File: src/design/fslk_pkg.sv
// shared constants, tables and types for the fuzzy speed controller
package fslk_pkg;

    localparam int IN_W    = 16;
    localparam int SCALE_W = 7;
    localparam int SNUM_W  = 23;
    localparam int SDEN_W  = 16;
    localparam int ANUM_W  = 15;
    localparam int ADEN_W  = 9;
    localparam int OUT_W   = 7;
    localparam int ADDR_W  = 3;

    // request accepted to result strobe, in clock cycles
    localparam int PIPE_LATENCY = 18;

    localparam logic [ADDR_W-1:0] REG_CX_MIN    = 3'd0;
    localparam logic [ADDR_W-1:0] REG_CX_MAX    = 3'd1;
    localparam logic [ADDR_W-1:0] REG_LA_MIN    = 3'd2;
    localparam logic [ADDR_W-1:0] REG_LA_MAX    = 3'd3;
    localparam logic [ADDR_W-1:0] REG_LEVEL_SEL = 3'd4;

    localparam logic [SCALE_W-1:0] FULL_MEMBERSHIP = 7'd100;

    localparam logic [6:0] CX_POINTS [7] = '{7'd0, 7'd16, 7'd32, 7'd48, 7'd64, 7'd80, 7'd96};
    localparam logic [6:0] LA_POINTS [7] = '{7'd0, 7'd40, 7'd50, 7'd60, 7'd70, 7'd80, 7'd90};

    localparam logic [6:0] LEVEL_TAB [2][7] = '{
        '{7'd70, 7'd66, 7'd62, 7'd59, 7'd56, 7'd53, 7'd50},
        '{7'd78, 7'd73, 7'd69, 7'd64, 7'd59, 7'd55, 7'd50}
    };

    localparam logic [2:0] RULE_TAB [7][7] = '{
        '{3'd6, 3'd5, 3'd4, 3'd3, 3'd2, 3'd1, 3'd0},
        '{3'd5, 3'd5, 3'd4, 3'd3, 3'd2, 3'd1, 3'd0},
        '{3'd4, 3'd4, 3'd3, 3'd2, 3'd1, 3'd1, 3'd0},
        '{3'd3, 3'd3, 3'd3, 3'd2, 3'd1, 3'd1, 3'd0},
        '{3'd2, 3'd2, 3'd2, 3'd1, 3'd1, 3'd0, 3'd0},
        '{3'd2, 3'd1, 3'd1, 3'd0, 3'd0, 3'd0, 3'd0},
        '{3'd1, 3'd1, 3'd0, 3'd0, 3'd0, 3'd0, 3'd0}
    };

    typedef struct packed {
        logic [2:0]         seg;
        logic [SCALE_W-1:0] m0;
    } t_fuzz;

endpackage

File: src/design/fslk_div.sv
// pipelined restoring divider, one quotient bit per stage
module fslk_div #(
    parameter int NUM_W = 23,
    parameter int DEN_W = 16,
    parameter int Q_W   = 7
) (
    input  logic             i_clk,
    input  logic             i_rst_n,
    input  logic             i_valid,
    input  logic [NUM_W-1:0] i_num,
    input  logic [DEN_W-1:0] i_den,
    output logic             o_valid,
    output logic [Q_W-1:0]   o_quot
);

    localparam int W = NUM_W + Q_W;

    logic [NUM_W-1:0] r_rem [Q_W];
    logic [DEN_W-1:0] r_den [Q_W];
    logic [Q_W-1:0]   r_q   [Q_W];
    logic             r_vld [Q_W];

    genvar i;
    generate
        for (i = 0; i < Q_W; i++) begin : g_stage
            localparam int B = Q_W - 1 - i;
            logic [NUM_W-1:0] rem_in;
            logic [DEN_W-1:0] den_in;
            logic [Q_W-1:0]   q_in;
            logic             vld_in;
            logic [W-1:0]     shifted;
            logic             fits;
            logic [NUM_W-1:0] n_rem;
            logic [Q_W-1:0]   n_q;

            if (i == 0) begin : g_first
                assign rem_in = i_num;
                assign den_in = i_den;
                assign q_in   = '0;
                assign vld_in = i_valid;
            end else begin : g_next
                assign rem_in = r_rem[i-1];
                assign den_in = r_den[i-1];
                assign q_in   = r_q[i-1];
                assign vld_in = r_vld[i-1];
            end

            always_comb begin
                shifted = W'(den_in) << B;
                fits    = W'(rem_in) >= shifted;
                n_rem   = fits ? NUM_W'(W'(rem_in) - shifted) : rem_in;
                n_q     = q_in;
                n_q[B]  = fits;
            end

            always_ff @(posedge i_clk) begin
                if (!i_rst_n) begin
                    r_vld[i] <= 1'b0;
                end else begin
                    r_vld[i] <= vld_in;
                end
                r_rem[i] <= n_rem;
                r_den[i] <= den_in;
                r_q[i]   <= n_q;
            end
        end
    endgenerate

    assign o_valid = r_vld[Q_W-1];
    assign o_quot  = r_q[Q_W-1];

endmodule

File: src/design/fuzzy_speed_from_complexity_lookahead.sv
// top level of the two-input fuzzy speed controller
//
// Usage: raise i_start with i_complexity and i_lookahead; the request is
// taken at the clock edge where i_start is high and o_busy is low. o_busy
// stays low, so a new request can be given in every cycle.
// Each request yields one result: o_valid is high for one cycle with
// o_speed_setting, in request order. Throughput is one request per cycle;
// the path runs through two 7-stage restoring dividers in series (window
// scaling, two dividers side by side, then defuzzification) plus four
// stages for input scaling, fuzzification, rule merge and weighted sum.
// The receiver cannot stall: each result shows for exactly one cycle.
// Configuration: i_cfg_we writes i_cfg_wdata to register i_cfg_addr
// (0 complexity_min, 1 complexity_max, 2 lookahead_min, 3 lookahead_max,
// 4 level_table_select); write only while no request is in flight.
// Reset (i_rst_n low, synchronous) empties the pipeline and restores the
// register defaults 30, 75, 18, 37 and 0.
module fuzzy_speed_from_complexity_lookahead (
    input  logic                           i_clk,
    input  logic                           i_rst_n,
    input  logic                           i_start,
    output logic                           o_busy,
    input  logic signed [fslk_pkg::IN_W-1:0] i_complexity,
    input  logic signed [fslk_pkg::IN_W-1:0] i_lookahead,
    input  logic                           i_cfg_we,
    input  logic [fslk_pkg::ADDR_W-1:0]    i_cfg_addr,
    input  logic [fslk_pkg::IN_W-1:0]      i_cfg_wdata,
    output logic                           o_valid,
    output logic [fslk_pkg::OUT_W-1:0]     o_speed_setting
);

    logic signed [15:0] r_cx_min, r_cx_max, r_la_min, r_la_max;
    logic               r_sel;

    always_ff @(posedge i_clk) begin
        if (!i_rst_n) begin
            r_cx_min <= 16'sd30;
            r_cx_max <= 16'sd75;
            r_la_min <= 16'sd18;
            r_la_max <= 16'sd37;
            r_sel    <= 1'b0;
        end else if (i_cfg_we) begin
            case (i_cfg_addr)
                fslk_pkg::REG_CX_MIN:    r_cx_min <= i_cfg_wdata;
                fslk_pkg::REG_CX_MAX:    r_cx_max <= i_cfg_wdata;
                fslk_pkg::REG_LA_MIN:    r_la_min <= i_cfg_wdata;
                fslk_pkg::REG_LA_MAX:    r_la_max <= i_cfg_wdata;
                fslk_pkg::REG_LEVEL_SEL: r_sel    <= i_cfg_wdata[0];
                default: ;
            endcase
        end
    end

    assign o_busy = 1'b0;

    // window clamp, offset and times 100
    function automatic logic [fslk_pkg::SNUM_W-1:0] f_num(
        input logic signed [15:0] x,
        input logic signed [15:0] lo,
        input logic signed [15:0] hi
    );
        logic signed [15:0] xc;
        logic [15:0]        diff;
        xc = x;
        if (x < lo) xc = lo;
        if (x > hi) xc = hi;
        diff = 16'(17'(xc) - 17'(lo));
        if (hi <= lo) diff = '0;
        return fslk_pkg::SNUM_W'(diff) * 23'd100;
    endfunction

    function automatic logic [fslk_pkg::SDEN_W-1:0] f_den(
        input logic signed [15:0] lo,
        input logic signed [15:0] hi
    );
        if (hi <= lo) return 16'd1;
        return 16'(17'(hi) - 17'(lo));
    endfunction

    function automatic fslk_pkg::t_fuzz f_fuzz_cx(input logic [6:0] s);
        fslk_pkg::t_fuzz r;
        logic [6:0]      d;
        logic [13:0]     p;
        r.seg = 3'd6;
        r.m0  = '0;
        for (int k = 6; k >= 1; k--) begin
            if (s <= fslk_pkg::CX_POINTS[k]) r.seg = 3'(k);
        end
        d    = fslk_pkg::CX_POINTS[r.seg] - s;
        p    = 14'(d) * 14'd100;
        r.m0 = 7'(p >> 4);
        if (s >= fslk_pkg::CX_POINTS[6]) begin
            r.seg = 3'd6;
            r.m0  = '0;
        end
        if (s == 7'd0) begin
            r.seg = 3'd1;
            r.m0  = fslk_pkg::FULL_MEMBERSHIP;
        end
        return r;
    endfunction

    function automatic fslk_pkg::t_fuzz f_fuzz_la(input logic [6:0] s);
        fslk_pkg::t_fuzz r;
        logic [6:0]      d;
        logic [9:0]      p;
        r.seg = 3'd6;
        r.m0  = '0;
        for (int k = 6; k >= 1; k--) begin
            if (s <= fslk_pkg::LA_POINTS[k]) r.seg = 3'(k);
        end
        d = fslk_pkg::LA_POINTS[r.seg] - s;
        // first segment is 40 wide, the others 10
        if (r.seg == 3'd1) p = (10'(d) * 10'd5) >> 1;
        else               p = 10'(d) * 10'd10;
        r.m0 = 7'(p);
        if (s >= fslk_pkg::LA_POINTS[6]) begin
            r.seg = 3'd6;
            r.m0  = '0;
        end
        if (s == 7'd0) begin
            r.seg = 3'd1;
            r.m0  = fslk_pkg::FULL_MEMBERSHIP;
        end
        return r;
    endfunction

    // stage 0: scaling numerators and divisors
    logic                          r_v0;
    logic [fslk_pkg::SNUM_W-1:0]   r_cx_num, r_la_num;
    logic [fslk_pkg::SDEN_W-1:0]   r_cx_den, r_la_den;

    always_ff @(posedge i_clk) begin
        if (!i_rst_n) begin
            r_v0 <= 1'b0;
        end else begin
            r_v0 <= i_start && !o_busy;
        end
        r_cx_num <= f_num(i_complexity, r_cx_min, r_cx_max);
        r_la_num <= f_num(i_lookahead, r_la_min, r_la_max);
        r_cx_den <= f_den(r_cx_min, r_cx_max);
        r_la_den <= f_den(r_la_min, r_la_max);
    end

    logic                         cx_v, la_v;
    logic [fslk_pkg::SCALE_W-1:0] cx_s, la_s;

    fslk_div #(
        .NUM_W(fslk_pkg::SNUM_W), .DEN_W(fslk_pkg::SDEN_W), .Q_W(fslk_pkg::SCALE_W)
    ) u_cx_div (
        .i_clk(i_clk), .i_rst_n(i_rst_n), .i_valid(r_v0),
        .i_num(r_cx_num), .i_den(r_cx_den), .o_valid(cx_v), .o_quot(cx_s)
    );

    fslk_div #(
        .NUM_W(fslk_pkg::SNUM_W), .DEN_W(fslk_pkg::SDEN_W), .Q_W(fslk_pkg::SCALE_W)
    ) u_la_div (
        .i_clk(i_clk), .i_rst_n(i_rst_n), .i_valid(r_v0),
        .i_num(r_la_num), .i_den(r_la_den), .o_valid(la_v), .o_quot(la_s)
    );

    // stage 8: fuzzify, rule lookup, min weights
    fslk_pkg::t_fuzz fz_cx, fz_la;
    logic [2:0]      n_lab [4];
    logic [6:0]      n_w   [4];
    logic [6:0]      pm1, dm1;

    always_comb begin
        fz_cx = f_fuzz_cx(cx_s);
        fz_la = f_fuzz_la(la_s);
        pm1   = fslk_pkg::FULL_MEMBERSHIP - fz_cx.m0;
        dm1   = fslk_pkg::FULL_MEMBERSHIP - fz_la.m0;
        n_lab[0] = fslk_pkg::RULE_TAB[fz_cx.seg - 3'd1][fz_la.seg - 3'd1];
        n_lab[1] = fslk_pkg::RULE_TAB[fz_cx.seg][fz_la.seg - 3'd1];
        n_lab[2] = fslk_pkg::RULE_TAB[fz_cx.seg - 3'd1][fz_la.seg];
        n_lab[3] = fslk_pkg::RULE_TAB[fz_cx.seg][fz_la.seg];
        n_w[0]   = (fz_cx.m0 <= fz_la.m0) ? fz_cx.m0 : fz_la.m0;
        n_w[1]   = (pm1 <= fz_la.m0) ? pm1 : fz_la.m0;
        n_w[2]   = (fz_cx.m0 <= dm1) ? fz_cx.m0 : dm1;
        n_w[3]   = (pm1 <= dm1) ? pm1 : dm1;
    end

    logic       r_v8;
    logic [2:0] r_lab [4];
    logic [6:0] r_w8  [4];

    always_ff @(posedge i_clk) begin
        if (!i_rst_n) begin
            r_v8 <= 1'b0;
        end else begin
            r_v8 <= cx_v && la_v;
        end
        r_lab <= n_lab;
        r_w8  <= n_w;
    end

    // stage 9: merge equal labels, look up levels
    logic [6:0] dw [4];
    logic [6:0] n_lv [4];

    always_comb begin
        dw = r_w8;
        for (int i = 0; i < 4; i++) begin
            for (int j = i + 1; j < 4; j++) begin
                if (r_lab[i] == r_lab[j]) begin
                    if (dw[i] > dw[j]) dw[j] = '0;
                    else               dw[i] = '0;
                end
            end
        end
        for (int i = 0; i < 4; i++) begin
            n_lv[i] = fslk_pkg::LEVEL_TAB[r_sel][r_lab[i]];
        end
    end

    logic       r_v9;
    logic [6:0] r_w9 [4];
    logic [6:0] r_lv [4];

    always_ff @(posedge i_clk) begin
        if (!i_rst_n) begin
            r_v9 <= 1'b0;
        end else begin
            r_v9 <= r_v8;
        end
        r_w9 <= dw;
        r_lv <= n_lv;
    end

    // stage 10: weighted sums
    logic [fslk_pkg::ANUM_W-1:0] n_anum;
    logic [fslk_pkg::ADEN_W-1:0] n_aden;

    always_comb begin
        n_anum = '0;
        n_aden = '0;
        for (int i = 0; i < 4; i++) begin
            n_anum = n_anum + fslk_pkg::ANUM_W'(14'(r_w9[i]) * 14'(r_lv[i]));
            n_aden = n_aden + fslk_pkg::ADEN_W'(r_w9[i]);
        end
        // empty weight sum gives zero speed
        if (n_aden == '0) begin
            n_anum = '0;
            n_aden = 9'd1;
        end
    end

    logic                        r_v10;
    logic [fslk_pkg::ANUM_W-1:0] r_anum;
    logic [fslk_pkg::ADEN_W-1:0] r_aden;

    always_ff @(posedge i_clk) begin
        if (!i_rst_n) begin
            r_v10 <= 1'b0;
        end else begin
            r_v10 <= r_v9;
        end
        r_anum <= n_anum;
        r_aden <= n_aden;
    end

    fslk_div #(
        .NUM_W(fslk_pkg::ANUM_W), .DEN_W(fslk_pkg::ADEN_W), .Q_W(fslk_pkg::OUT_W)
    ) u_avg_div (
        .i_clk(i_clk), .i_rst_n(i_rst_n), .i_valid(r_v10),
        .i_num(r_anum), .i_den(r_aden), .o_valid(o_valid), .o_quot(o_speed_setting)
    );

endmodule

File: config.mk
export PLATFORM = sky130hd
export DESIGN_NAME = fuzzy_speed_from_complexity_lookahead
export DESIGN_NICKNAME = d
export VERILOG_FILES = /design/src/design/fslk_pkg.sv /design/src/design/fslk_div.sv /design/src/design/fuzzy_speed_from_complexity_lookahead.sv
export SDC_FILE = /design/constraint.sdc
export NUM_CORES = 2
export LEC_CHECK = 0
export BUFFER_PORTS_ARGS = -buffer_cell sky130_fd_sc_hd__buf_2
export CORE_MARGIN = 1
export CORE_UTILIZATION = 30
export CTS_CLUSTER_SIZE = 10
export DETAILED_ROUTE_END_ITERATION = 12
export GPL_ROUTABILITY_DRIVEN = 0
export REMOVE_ABC_BUFFERS = 1
export SYNTH_ARGS = -nofsm -noshare
export SYNTH_HDL_FRONTEND = slang
export SYNTH_HIERARCHICAL = 1
export SYNTH_SLANG_ARGS = --single-unit
File: constraint.sdc
create_clock -name i_clk -period 8.3 [get_ports i_clk]
set_clock_uncertainty 0.15 [all_clocks]
set_input_delay 0.83 -clock i_clk [delete_from_list [all_inputs] [get_ports i_clk]]
set_output_delay 0.83 -clock i_clk [all_outputs]
set_load 0.01 [all_outputs]
# == Word-level counts from Yosys, hierarchy flattened ==
# Memories as Yosys holds them, arrays and structs flattened.
# Cells that the tools add are included.
# W data, S select, Z words.
# classes
n_addsub,37
n_mul,9
n_div,0
order_cmp,60
eq_ne,11
shifts,0
n_mux,131
n_bitwise,32
n_reduce_logical,10
# op_table
op,n
$mux W23,14
$mux W7,35
$mux W16,10
$mux W15,7
$mux W49,2
$bmux W7 S3,4
$mux W21,4
$sub A16 B16 Y16,4
$mul A7 B7 Y14,4
$mux W3,16
$ge A23 B16 Y1,2
$ge A23 B17 Y1,2
$ge A23 B18 Y1,2
$ge A23 B19 Y1,2
$ge A23 B20 Y1,2
$ge A23 B21 Y1,2
$ge A23 B22 Y1,2
$mux W46,1
$sub A23 B16 Y23,2
$sub A23 B17 Y23,2
$sub A23 B18 Y23,2
$sub A23 B19 Y23,2
$sub A23 B20 Y23,2
$sub A23 B21 Y23,2
other kinds (55),163
# totals
ff_bits,263
latch_bits,0
ram_bits,882
mem_bits_ro,448
inputBits,55
out_inout_bits,9
word_cells,337
memories,16
# memory_table
memory,words,word_bits,rd,rd_ports_with_merged_regs,wr,line,rtl
(name not given),8,21,1,0,0,fuzzy_speed_from_complexity_lookahead.sv:175,n_lab[3] = fslk_pkg::RULE_TAB[fz_cx.seg][fz_la.seg];
(name not given),8,21,1,0,0,fuzzy_speed_from_complexity_lookahead.sv:174,n_lab[2] = fslk_pkg::RULE_TAB[fz_cx.seg - 3'd1][fz_la.seg];
u_cx_div.r_rem,7,23,6,0,7,fslk_div.sv:18,logic [NUM_W-1:0] r_rem [Q_W];
u_la_div.r_rem,7,23,6,0,7,fslk_div.sv:18,
u_cx_div.r_den,7,16,6,0,7,fslk_div.sv:19,logic [DEN_W-1:0] r_den [Q_W];
u_la_div.r_den,7,16,6,0,7,fslk_div.sv:19,
+10 memories,--,--,--,--,--,--,

# == Depth between registers and ports, before layout ==
# An unclocked memory read counts as a cell.
# logic_depth
word_depth,23
ltp_mapped,45
depth_no_buf,42

# == Modules after synthesis ==
# Netlist, hierarchy kept.
# modules_own_cells
mod,instances,cells_each,area_per_inst_um2
fuzzy_speed_from_complexity_lookahead,1,3183,27408.8
fslk_div (u_cx_div ...),2,1367,12768.5
fslk_div (u_avg_div),1,713,7383.3

# == Worst setup path before layout ==
# OpenSTA, ideal clock, no wires.
# synth_path
kind,register to register
from,register r_w8[15] (netlist name)
to,register r_w9[10] (netlist name)
setup_time_ns,0.115
arrival_time_ns,7.256
t_required_ns,8.035
setup_slack_ns,0.779
stages_incl_launch_ff,46
path_buffers,3
period_less_slack_ns,7.521
path_cell_list,dfxtp_1 > inv_1 > ha_1 > nor2b_1 > o21a_1 > o21a_1 > o21a_1 > o21ai_0 > nand2_1 > a31o_2 > clkbuf_1 > and2_1 > ha_1 > a21oi_1 > nor2b_1 > o21ai_0 > o211ai_1 > o21ai_0 > (+10 left out) > ha_1 > a21oi_1 > nor2b_1 > o21ai_0 > o21ai_0 > o21ai_0 > and2_1 > clkbuf_1 > nand2_1 > ha_1 > nor2b_1 > o21a_1 > o21a_1 > o21a_1 > o21a_1 > o211ai_1 > a21oi_1 > and2_1
# synth_rtl
element,line,rtl
from (decl),fuzzy_speed_from_complexity_lookahead.sv:184,logic [6:0] r_w8 [4];
from (signal assigned),fuzzy_speed_from_complexity_lookahead.sv:193,r_w8 <= n_w;
to (signal assigned),fuzzy_speed_from_complexity_lookahead.sv:225,r_w9 <= dw;
to (decl),fuzzy_speed_from_complexity_lookahead.sv:216,logic [6:0] r_w9 [4];

==> run_results.csv <==
group,metric,value,unit
drt,num_vias,45344,
cts,numCtsBuffers,114,
cts,htreeDepth,3,
sta,worstMarginPinSlew,1114,ps
drt,drc,0,
sta,rsz0062_at_grt,"false",
worst_setup_path,endpoint_kind,"flip-flop",
worst_setup_path,max_stage_delay,560,ps
worst_setup_path,cp_max_fo,21,
sta,fmax,128.3,MHz
synthesis,synthFlopType,"dfxtp_1",
layout,nFillCells,20431,
cts,cts_buffer_depth,3,
cts,cts_hold_buffers,0,
grt,grt_pass1_vias,45352,
synthesis,synth_area_leaders,"dfxtp_1 32%, ha_1 15%, fa_1 7.6%",
synthesis,ys_async_sr_fraction,0,
drt,wl,138800,um
synthesis,synth_adder_area_share,0.2289,
worst_setup_path,crit_required,8800,ps
synthesis,synthCells,6630,
worst_setup_path,critPathArrivalTime,8290,ps
synthesis,synth_top_cell_by_area,"dfxtp_1",
synthesis,synth-xor-area-share,0.04695,
synthesis,synth_top_family_by_area,"adder cells",
layout,fin_nets,7728,
placement,post-place-ws,-213.5,ps
layout,final_common_cell,"dfxtp_1",
sta,setup_viol,0,
die,core,199900,sq um
cts,insertion_delay,760,ps
sta,slew_violations,0,
cts,root_buffer,"clkbuf_16",
layout,multiInputGateArea,37100,sq um
worst_setup_path,worstSetupPathType,"flip-flop to flip-flop",
drt,dr.pass1.iters,6,
grt,grt_use_total,0.1341,
synthesis,synthesis.area,60330,sq um
drt,drt_first_iter_violations,2098,
layout,final_cell_mix,"976 x dfxtp_1, 841 x inv_1, 739 x ha_1",
synthesis,synth_cell_types,116,
die,die-area,202900,sq um
grt,grt_first_pass_wirelength,227500,um
cts,cts.sinks,976,
layout,area_delta_synth_final,11.08,%
synthesis,yosysSeqAreaShare,0.3239,
layout,register_area,19540,sq um
sta,max-slew-margin-rel,0.2574,
synthesis,synth_compound_area_frac,0.1567,
grt,grt_overflow,0,
placement,portBuffers,62,
synthesis,synth_top_area_share,0.3239,
grt,antenna_found_initial,5,
worst_setup_path,r2r_setup_slack,510,ps
die,io_pins,64,
worst_setup_path,cp_slowest_cell,"or4_4",
die,die_w,450.4,um
sta,hold_violations,0,
cts,clkTransAtPathRegs,60,ps
die,num_rows,164,
sta,worst_slack,505.6,ps
synthesis,synth_mux_area_frac,0.03536,
synthesis,synth_simple_gate_area_frac,0.1450,
synthesis,synth_edf_count,0,
drt,postRouteAntennaNets,0,
placement,hpwl,110900,um
synthesis,ys_ff_latch,976,
sta,min_period,7794,ps
synthesis,avgSynthCellArea,9.099,sq um
sta,period_share,0.9391,
drt,viasPerCell,4.824,
drt,wire_per_inst,14.77,um
die,initial_utilization,0.3019,
die,die_h,450.4,um
worst_setup_path,startpoint_type,"flip-flop",
status,status,"complete, no violations",
cts,cts_tree,"done",
synthesis,yosys_warnings,6,
hold_path,holdCritPathClass,"flip-flop to flip-flop",
grt,grt_max_degree,75,
worst_setup_path,cp_common_cell,"o21a_1",
flow_run,maxCapViolations,0,
layout,layout-drive-gt1-share,0.06898,
[worst max-delay path: cells and delay by family (launching register included)]
family	cells	cell delay, ps
flip-flops	1	340
AND/OR/NAND/NOR	15	2560
buffers and inverters	1	70
AO/OA/AOI/OAI	20	3170
adder cells (fa/ha/maj)	5	1430
[Yosys cell counts, types with 12 or more instances]
master,instances
clkbuf_1,121
or3_1,33
nand3b_1,24
o21a_1,81
mux2i_1,71
o31ai_1,33
o21bai_1,25
and3_1,68
or2_2,28
or4_1,14
nor2b_1,90
a31o_2,13
xor2_1,128
nand2_1,509
o21ai_0,317
nor4_1,36
o22ai_1,14
a21o_1,131
a211oi_1,51
nor4b_1,12
nor3_1,106
a31oi_1,56
buf_2,12
xnor2_1,189
and2_1,171
nand3_1,104
nor2_1,373
inv_1,841
a21oi_1,386
fa_1,228
mux2_2,105
ha_1,739
a21boi_0,73
nand2b_1,69
nand4_1,47
a41oi_1,15
mux2_4,13
o211ai_1,50
o21ai_1,20
o31a_1,22
dfxtp_1,976
[cell type report]
| class | count | area share |
|---|---|---|
| antenna | 2 | 0.00007468 |
| clock buffer | 134 | 0.04488 |
| clock inverter | 17 | 0.004518 |
| inverter | 844 | 0.04727 |
| multi-input combinational | 4673 | 0.5535 |
| sequential | 976 | 0.2916 |
| tap | 2656 | 0.04959 |
| timing repair buffer | 97 | 0.008551 |
[registers in the layout, summed over array words and instances (netlist names), 21 cells and up]
signal / cells
u_cx_div/r_rem: 138
u_la_div/r_rem: 138
u_cx_div/r_den: 96
u_la_div/r_den: 96
u_avg_div/r_rem: 90
u_avg_div/r_den: 54
r_w8: 28
r_w9: 28
u_avg_div/r_q: 28
u_cx_div/r_q: 28
u_la_div/r_q: 28
r_lv: 24
r_cx_num: 21
r_la_num: 21
[path summary, 6_finish.rpt]
path	startpoint	endpoint	cells past startpoint
setup / recovery	r_w8[15]	r_w9[1]	41
hold / removal	u_avg_div/r_q[5][4]	u_avg_div/r_q[6][4]	0
setup reg to reg	r_w8[15]	r_w9[1]	41
hold reg to reg	u_avg_div/r_q[5][4]	u_avg_div/r_q[6][4]	0
[repair_timing]
action,in CTS,in global routing
endpoints found under the hold margin,0,0
buffers inserted,0,3
cloned,0,1
resized for setup,1,14
pin swaps,0,3
setup endpoints to repair,13,14
[metrics by stage]
stage	instances	hold WS (ps)	util	TNS (ps)	area [sq um]
after floorplan	6492	159.6	-	0	59720
after global placement	9242	160.1	0.3183	-1799	63610
after detailed placement	9242	162.1	0.3183	-2175	63610
after CTS	9393	122.6	0.3349	0	66930
after global routing	9398	131.1	0.3353	0	67010
final	9399	122.8	0.3353	0	67010
[layer usage]
metal	vias up	share of wire	GRT usage
met5	-	0	0
met4	0	0.031	0.04544
met3	272	0.037	0.01898
met2	872	0.48	0.2382
met1	21364	0.45	0.1644
li1	22836	-	-
[cell families after synthesis]
| family | count (synthesis) |
|---|---|
| AND/OR/NAND/NOR | 1747 |
| AO/OA/AOI/OAI | 1437 |
| XOR/XNOR | 320 |
| adder cells (fa/ha/maj) | 967 |
| multiplexers | 192 |
| buffers and inverters | 990 |
| flip-flops | 976 |
| other | 1 |
Power is left out: the tool's default activity adds up to more than one toggle a clock period on the data nets, which glitch-free logic cannot reach.
